`src/gpt_pkg.sv`:
```
// Shared types, constants and codes for the grid point table.
// Holds the beat structs, the operation and sequencer codes and the table sizing.
// No dependencies.
package gpt_pkg;

    // Table sizing and tile size (tile is 1 << TILE_SHIFT pixels square)
    localparam int MAX_ENTRIES = 64;
    localparam int TILE_SHIFT  = 5;

    localparam int POS_W   = 16;
    localparam int CELL_W  = POS_W - TILE_SHIFT;
    localparam int ADDR_W  = (MAX_ENTRIES > 1) ? $clog2(MAX_ENTRIES) : 1;
    localparam int CNT_W   = $clog2(MAX_ENTRIES + 1);
    // Half-pixel distances: 2 * centre - 2 * pos needs two bits over a position; DIST_W gives three
    localparam int DIST_W  = POS_W + 3;

    typedef enum logic [1:0] {
        OP_ADD    = 2'd0,
        OP_MOVE   = 2'd1,
        OP_FIND   = 2'd2,
        OP_REMOVE = 2'd3
    } op_t;

    typedef enum logic [1:0] {
        ST_IDLE,
        ST_SCAN,
        ST_SHIFT,
        ST_DONE
    } state_t;

    // Request beat
    typedef struct packed {
        op_t                      operation;
        logic signed [POS_W-1:0]  pos_x;
        logic signed [POS_W-1:0]  pos_y;
        logic [7:0]               entry_index;
        logic [15:0]              reach;
    } req_t;

    // Response beat
    typedef struct packed {
        logic       ok;
        logic [7:0] slot;
        logic [8:0] entry_count;
    } rsp_t;

    // One stored table entry
    typedef struct packed {
        logic signed [CELL_W-1:0] cx;
        logic signed [CELL_W-1:0] cy;
    } entry_t;

    // Query held for the length of one operation
    typedef struct packed {
        logic signed [CELL_W-1:0] cx;
        logic signed [CELL_W-1:0] cy;
        logic signed [POS_W-1:0]  pos_x;
        logic signed [POS_W-1:0]  pos_y;
        logic [15:0]              reach;
    } qry_t;

    // Compare unit result
    typedef struct packed {
        logic eq;
        logic near;
    } match_t;

endpackage

```
`src/gpt_match.sv`:
```
// Compare unit of the grid point table: tests one stored entry against the query.
// Gives cell equality and the per-axis reach test in half-pixel units.
// Depends on gpt_pkg.
module gpt_match (
    input  gpt_pkg::entry_t entry,
    input  gpt_pkg::qry_t   qry,
    output gpt_pkg::match_t hit
);
    import gpt_pkg::*;

    localparam logic signed [DIST_W-1:0] TILE_D = DIST_W'(1 << TILE_SHIFT);

    logic signed [DIST_W-1:0] cen_x;
    logic signed [DIST_W-1:0] cen_y;
    logic signed [DIST_W-1:0] dx;
    logic signed [DIST_W-1:0] dy;
    logic [DIST_W-1:0]        mag_x;
    logic [DIST_W-1:0]        mag_y;
    logic [DIST_W-1:0]        lim;

    // Doubled cell centre minus doubled point, then magnitude against doubled reach
    always_comb
    begin
        cen_x = (DIST_W'(entry.cx) <<< (TILE_SHIFT + 1)) + TILE_D;
        cen_y = (DIST_W'(entry.cy) <<< (TILE_SHIFT + 1)) + TILE_D;
        dx    = cen_x - (DIST_W'(qry.pos_x) <<< 1);
        dy    = cen_y - (DIST_W'(qry.pos_y) <<< 1);
        mag_x = dx[DIST_W-1] ? unsigned'(-dx) : unsigned'(dx);
        mag_y = dy[DIST_W-1] ? unsigned'(-dy) : unsigned'(dy);
        lim   = DIST_W'({qry.reach, 1'b0});
    end

    assign hit.eq   = (entry.cx == qry.cx) && (entry.cy == qry.cy);
    assign hit.near = (mag_x <= lim) && (mag_y <= lim);

endmodule

```
`src/grid_point_table.sv`:
```
// Grid point table top level: sequencer, entry memory and result register.
// Depends on gpt_pkg and gpt_match.
//
// The block holds up to MAX_ENTRIES grid cells in a one-read, one-write entry memory and
// serves one request at a time; req_stall stays high from acceptance until the response
// beat is taken. Add, move, find and remove all scan the table in slot order through the
// single memory read port and one shared compare unit, one entry per cycle, stopping at
// the first hit. The scan issues each read while comparing the entry read before it, and
// closes once a hit is seen or every stored entry has been read and compared. Remove then
// compacts the table, moving each entry above the removed slot down one slot per cycle,
// and then enters the response state. An add to a full table or a move with an index out
// of range answers in the cycle after acceptance, with no scan. After the response beat
// is taken the block returns to idle before it can accept the next request. Entries are
// never cleared after reset; no slot beyond the count is ever compared or moved, though
// the read port may read one.
module grid_point_table (
    input  logic          clk,
    input  logic          rst_n,
    input  logic          req_valid,
    output logic          req_stall,
    input  gpt_pkg::req_t req,
    output logic          rsp_valid,
    input  logic          rsp_stall,
    output gpt_pkg::rsp_t rsp
);
    import gpt_pkg::*;

    state_t              state_reg;
    state_t              state_next;
    logic [CNT_W-1:0]    count_reg;
    logic [CNT_W-1:0]    count_next;
    logic [CNT_W-1:0]    issue_reg;
    logic [CNT_W-1:0]    issue_next;
    logic                pend_reg;
    logic                pend_next;
    logic [ADDR_W-1:0]   pend_idx_reg;
    logic [ADDR_W-1:0]   pend_idx_next;
    qry_t                qry_reg;
    qry_t                qry_next;
    op_t                 op_reg;
    op_t                 op_next;
    logic [7:0]          idx_reg;
    logic [7:0]          idx_next;
    logic                ok_reg;
    logic                ok_next;
    logic [ADDR_W-1:0]   slot_reg;
    logic [ADDR_W-1:0]   slot_next;
    entry_t              rdata_reg;

    entry_t              mem [MAX_ENTRIES];
    logic                wr_en;
    logic [ADDR_W-1:0]   wr_addr;
    entry_t              wr_data;
    logic [ADDR_W-1:0]   rd_addr;

    match_t              match;
    logic                accept;
    logic                early_fail;
    logic                cmp_eq;
    logic                skip;
    logic                hit_now;
    logic                more;
    logic                scan_end;
    logic                shift_end;

    // Shared compare unit sees the entry read last cycle
    gpt_match u_match (
        .entry (rdata_reg),
        .qry   (qry_reg),
        .hit   (match)
    );

    // Scan and compaction status
    always_comb
    begin
        accept     = req_valid && (state_reg == ST_IDLE);
        early_fail = ((req.operation == OP_ADD) && (9'(count_reg) == 9'(MAX_ENTRIES)))
                  || ((req.operation == OP_MOVE) && ({1'b0, req.entry_index} >= 9'(count_reg)));
        cmp_eq     = (op_reg == OP_ADD) || (op_reg == OP_MOVE);
        skip       = (op_reg == OP_MOVE) && (8'(pend_idx_reg) == idx_reg);
        hit_now    = pend_reg && (cmp_eq ? (match.eq && !skip) : match.near);
        more       = issue_reg < count_reg;
        scan_end   = hit_now || (!more && !pend_reg);
        shift_end  = !more && !pend_reg;
        rd_addr    = issue_reg[ADDR_W-1:0];
    end

    // Next state
    always_comb
    begin
        state_next = state_reg;
        case (state_reg)
            ST_IDLE:
            begin
                if (accept)
                begin
                    state_next = early_fail ? ST_DONE : ST_SCAN;
                end
            end
            ST_SCAN:
            begin
                if (scan_end)
                begin
                    state_next = (hit_now && (op_reg == OP_REMOVE)) ? ST_SHIFT : ST_DONE;
                end
            end
            ST_SHIFT:
            begin
                if (shift_end)
                begin
                    state_next = ST_DONE;
                end
            end
            ST_DONE:
            begin
                if (!rsp_stall)
                begin
                    state_next = ST_IDLE;
                end
            end
            default:
            begin
                state_next = ST_IDLE;
            end
        endcase
    end

    // Datapath and memory controls
    always_comb
    begin
        count_next    = count_reg;
        issue_next    = issue_reg;
        pend_next     = 1'b0;
        pend_idx_next = pend_idx_reg;
        qry_next      = qry_reg;
        op_next       = op_reg;
        idx_next      = idx_reg;
        ok_next       = ok_reg;
        slot_next     = slot_reg;
        wr_en         = 1'b0;
        wr_addr       = pend_idx_reg - ADDR_W'(1);
        wr_data       = rdata_reg;
        case (state_reg)
            ST_IDLE:
            begin
                // Capture the request and snap the point to its cell
                if (accept)
                begin
                    qry_next.cx    = CELL_W'(req.pos_x >>> TILE_SHIFT);
                    qry_next.cy    = CELL_W'(req.pos_y >>> TILE_SHIFT);
                    qry_next.pos_x = req.pos_x;
                    qry_next.pos_y = req.pos_y;
                    qry_next.reach = req.reach;
                    op_next        = req.operation;
                    idx_next       = req.entry_index;
                    issue_next     = '0;
                    ok_next        = 1'b0;
                    slot_next      = '0;
                end
            end
            ST_SCAN:
            begin
                // Issue the next read while comparing the previous one
                if (more)
                begin
                    pend_next     = 1'b1;
                    pend_idx_next = rd_addr;
                    issue_next    = issue_reg + CNT_W'(1);
                end
                if (scan_end)
                begin
                    pend_next = 1'b0;
                    case (op_reg)
                        OP_ADD:
                        begin
                            if (!hit_now)
                            begin
                                wr_en      = 1'b1;
                                wr_addr    = count_reg[ADDR_W-1:0];
                                wr_data    = '{cx: qry_reg.cx, cy: qry_reg.cy};
                                ok_next    = 1'b1;
                                slot_next  = count_reg[ADDR_W-1:0];
                                count_next = count_reg + CNT_W'(1);
                            end
                        end
                        OP_MOVE:
                        begin
                            if (!hit_now)
                            begin
                                wr_en     = 1'b1;
                                wr_addr   = idx_reg[ADDR_W-1:0];
                                wr_data   = '{cx: qry_reg.cx, cy: qry_reg.cy};
                                ok_next   = 1'b1;
                                slot_next = idx_reg[ADDR_W-1:0];
                            end
                        end
                        OP_FIND:
                        begin
                            ok_next   = hit_now;
                            slot_next = hit_now ? pend_idx_reg : '0;
                        end
                        OP_REMOVE:
                        begin
                            ok_next   = hit_now;
                            slot_next = hit_now ? pend_idx_reg : '0;
                            // Start compaction at the entry above the hit
                            issue_next = CNT_W'(pend_idx_reg) + CNT_W'(1);
                        end
                        default:
                        begin
                            ok_next = 1'b0;
                        end
                    endcase
                end
            end
            ST_SHIFT:
            begin
                // Move each later entry down one slot
                if (pend_reg)
                begin
                    wr_en = 1'b1;
                end
                if (more)
                begin
                    pend_next     = 1'b1;
                    pend_idx_next = rd_addr;
                    issue_next    = issue_reg + CNT_W'(1);
                end
                if (shift_end)
                begin
                    count_next = count_reg - CNT_W'(1);
                end
            end
            ST_DONE:
            begin
                pend_next = 1'b0;
            end
            default:
            begin
                pend_next = 1'b0;
            end
        endcase
    end

    // Control registers
    always_ff @(posedge clk or negedge rst_n)
    begin
        if (!rst_n)
        begin
            state_reg <= ST_IDLE;
            count_reg <= '0;
            issue_reg <= '0;
            pend_reg  <= 1'b0;
        end
        else
        begin
            state_reg <= state_next;
            count_reg <= count_next;
            issue_reg <= issue_next;
            pend_reg  <= pend_next;
        end
    end

    // Payload registers
    always_ff @(posedge clk)
    begin
        pend_idx_reg <= pend_idx_next;
        qry_reg      <= qry_next;
        op_reg       <= op_next;
        idx_reg      <= idx_next;
        ok_reg       <= ok_next;
        slot_reg     <= slot_next;
    end

    // Entry memory: one write port, one registered read port
    always_ff @(posedge clk)
    begin
        if (wr_en)
        begin
            mem[wr_addr] <= wr_data;
        end
        rdata_reg <= mem[rd_addr];
    end

    // Handshake and response beat
    assign req_stall       = (state_reg != ST_IDLE);
    assign rsp_valid       = (state_reg == ST_DONE);
    assign rsp.ok          = ok_reg;
    assign rsp.slot        = 8'(slot_reg);
    assign rsp.entry_count = 9'(count_reg);

endmodule

```
`config.mk`:
```
export PLATFORM = sky130hd
export DESIGN_NAME = grid_point_table
export DESIGN_NICKNAME = d
export VERILOG_FILES = /design/src/gpt_pkg.sv /design/src/gpt_match.sv /design/src/grid_point_table.sv
export SDC_FILE = /design/constraint.sdc
export NUM_CORES = 1
export LEC_CHECK = 0
export BUFFER_PORTS_ARGS = -buffer_cell sky130_fd_sc_hd__clkbuf_2
export CORE_ASPECT_RATIO = 1.1
export CORE_MARGIN = 10
export CORE_UTILIZATION = 40
export DETAILED_ROUTE_END_ITERATION = 12
export PLACE_DENSITY = 0.61
export SLEW_MARGIN = 10
export SYNTH_ARGS = -nofsm -noshare
export SYNTH_HDL_FRONTEND = slang
export SYNTH_SLANG_ARGS = --single-unit
```
`constraint.sdc`:
```
create_clock -name clk -period 5.97 [get_ports clk]
set_input_delay 1.791 -clock clk [delete_from_list [all_inputs] [get_ports clk]]
set_output_delay 1.791 -clock clk [all_outputs]
set_load 0.01 [all_outputs]
```
==> run metrics <==
cells after synthesis a little under 3k; layout cell share with drive strength beyond 1 30.80%; final WL around 150,000 microns; Total Routing Usage GR 17.81%; I/O Pins between 80 and 90; Pint around 22 mW; max_slew headroom ~11%; initial antenna violation count 8; Die X roughly 390 microns; GPL Wtd Cong between 0.8 and 0.9; area of the multi-input gates approximately 0.016 sq mm; register bit total from synthesis 1,518; Tmin final ~5600 ps; # Post-CTS Setup Buffers 0; antenna-violating nets left 0; Clock transition at path regs around 70 ps; vias after detailed routing 29.98k; Comb power frac between 20% and 30%; crit-path max cell delay between 400 and 500 ps; hold crit path type flop to flop; most frequent CP cell ha_1; CP endpoint kind flop; Nets ~3.3k; Remaining DRCs 0; MaxCap Viol Count 0; Pwr Density roughly 460 mW/mm^2; DR iter-0 viols between 3k and 4k; DIE AREA about 0.17 sq mm; net switching power between 10 and 15 mW; Slew @ Worst Pin between 1000 and 1500 ps; Net Sw Frac between 30% and 40%; Arr. time, crit path around 6000 ps; EDFF count, synth between 1k and 1.5k; final cycle utilization of the critical path approximately 94%; crit start category flop; Final setup viols 0; vias in the first global route 30.39k; Root Driver clkbuf_16; RSZ-0062 raised after global routing false; worst-path fanout max 8; clock power share 27.5%; Synth area leaders edfxtp_1, mux4_2, ha_1; async set or reset register ratio after synthesis 1.120%; Core Region 0.1526 sq mm; VDD IR max ~340 uV; Largest register FFs ~1.4k; Layout fillers about 13k; die height ~430 microns; number of CTS-inserted buffers around 150; YS warnings 0; setup TNS 0 ps; largest net degree at the start of global routing 143; hpwl dp 90,250 microns; GR Overflow Total 0; Hold Violations, Final 0; CTS resizes 0; f_max roughly 180 MHz; CP bufs+invs 1; non-filler cells, final roughly 5.3k; Commonest cells post-synth edfxtp_1, mux4_2, nor2_1, clkbuf_1, ha_1; row count 150; Skew-Pair Late Insertion Delay between 700 and 800 ps; Sequential Power Share between 40% and 50%; drt via density about 5.6; register area share after synthesis between 70% and 80%; outcome finished clean; Synth Flop Type edfxtp_1; design area around 0.070 sq mm; H-tree depth 4; Clock Sink Count between 1.5k and 2k; port buffer count 77; most common cell in the synthesized netlist edfxtp_1; TritonRoute pass-1 iters 5; Syn-to-layout area delta 14.00%; static leakage 21.81 nW; Crit-path slowest cell nor3_2; average size of a mapped cell ~21 sq um; Reg area about 0.045 sq mm; area leader, netlist edfxtp_1; critical path cell sequence inv_1 > ha_1 > nor4bb_4 > nor3_2 > o21a_1 > o211ai_1 > a21oi_2 > nor3_1 > a311o_1 > o41ai_2 > xnor2_1 > ha_1 > o21ai_0 > a21oi_1 > nor4_1 > o211a_4 > o2111ai_1 > nor2_2 > o22ai_1 > nor2_1; Critical Path RT approximately 6400 ps; dpl cell area ~0.066 sq mm; Mapped Area just over 0.06 sq mm; Setup CP Type flop to flop; first-pass GRT wire length 221,100 microns; dpl cells approximately 5.0k; fin. max-slew vios 0; per-cell routed wire length approximately 29 microns; WHS about 600 ps; Top delay family on crit path compound AO/OA/AOI/OAI gates; hold buffer count at CTS 0; Worst Skew about 26 ps; CTS tree yes; clock tree buffer depth 3; top cell type's share of synthesized area roughly 70%; Distinct cells, synth 84; initial core utilization approximately 40%
-- power by group through the flow --
| stage | sequential (mW) | clock, mW | combinational, mW |
|---|---|---|---|
| 4_1_cts | 14.1 | 9.16 | 9.52 |
| 6_report | 14.1 | 8.97 | 9.53 |
| 3_3_place_gp | 14.3 | 0 | 9.36 |
| 2_1_floorplan | 14.5 | 0 | 6.02 |
| 5_1_grt | 14.1 | 9.57 | 10.3 |
| 3_5_place_dp | 14.3 | 0 | 9.51 |
-- worst paths after layout --
kind                         startpoint           end  slack [ps]  cells past startpoint
max in group asynchronous         rst_n  issue_reg[1]        4550                      1
hold reg to reg            issue_reg[6]  issue_reg[6]         580                      2
min in group asynchronous         rst_n  count_reg[6]         990                      1
hold / removal             issue_reg[6]  issue_reg[6]         580                      2
setup reg to reg            qry_reg[48]   slot_reg[3]         370                     20
setup / recovery            qry_reg[48]   slot_reg[3]         370                     20
-- area by class of cell --
class / count / share of cell area [%]
Clock inverter: 88 / 1.005
Sequential cell: 1518 / 64.50
Timing Repair Buffer: 199 / 2.320
Antenna cell: 6 / 0.02138
Clock buffer: 173 / 5.529
Multi-Input combinational cell: 1200 / 22.59
Tap cell: 2052 / 3.656
Inverter: 72 / 0.3848
-- cells by family after synthesis --
group | Yosys count | synth area share, %
buffers and inverters | 223 | 1.448
AO/OA/AOI/OAI | 222 | 2.409
flip-flops | 1518 | 73.50
multiplexers | 480 | 17.20
other | 1 | 0.006087
AND/OR/NAND/NOR | 331 | 2.606
XOR/XNOR | 80 | 1.137
adder cells (fa/ha/maj) | 83 | 1.698
-- stage by stage --
stage / utilization, % / setup slack (ps) / power (mW)
CTS: 45.98 / 279.6 / 32.81
global route: 46.01 / 5.943 / 34.01
finish: 46.02 / 368.2 / 32.62
global placement: 42.97 / 503.6 / 23.70
detailed placement: 42.97 / 321.5 / 23.86
floorplan: - / 704.0 / 20.52
-- tightest hold or removal path, cell delays in order, from the launching register on --
cell     delay, ps
dfrtp_1        410
a32oi_1         80
o31ai_1         60
-- layer usage --
layer | vias up | share of wire (%) | global-route usage [%]
met5 | - | 0.027 | 0
met4 | 6 | 2.8 | 5.296
met3 | 238 | 6.6 | 3.275
met2 | 1037 | 50 | 29.90
met1 | 16090 | 41 | 23.68
li1 | 12610 | - | -
-- layout by cell type (no fill, tap or decap), types with 14 or more instances in the layout --
cell type     n
ha_1         82
nor2_2       65
edfxtp_1   1479
inv_1        72
buf_12       23
nand3_1      27
mux2i_1      14
clkbuf_2     77
nor2_1       66
buf_4        97
dfxtp_1      22
clkbuf_1     21
clkbuf_16   152
clkinv_1     28
o21ai_0      40
clkinv_2     33
o21ai_4      22
mux4_2      462
xor2_1       34
xnor2_1      46
nand2_1      73
a21oi_1      49
nand2b_1     19
Power figures use the tool's default switching activity.
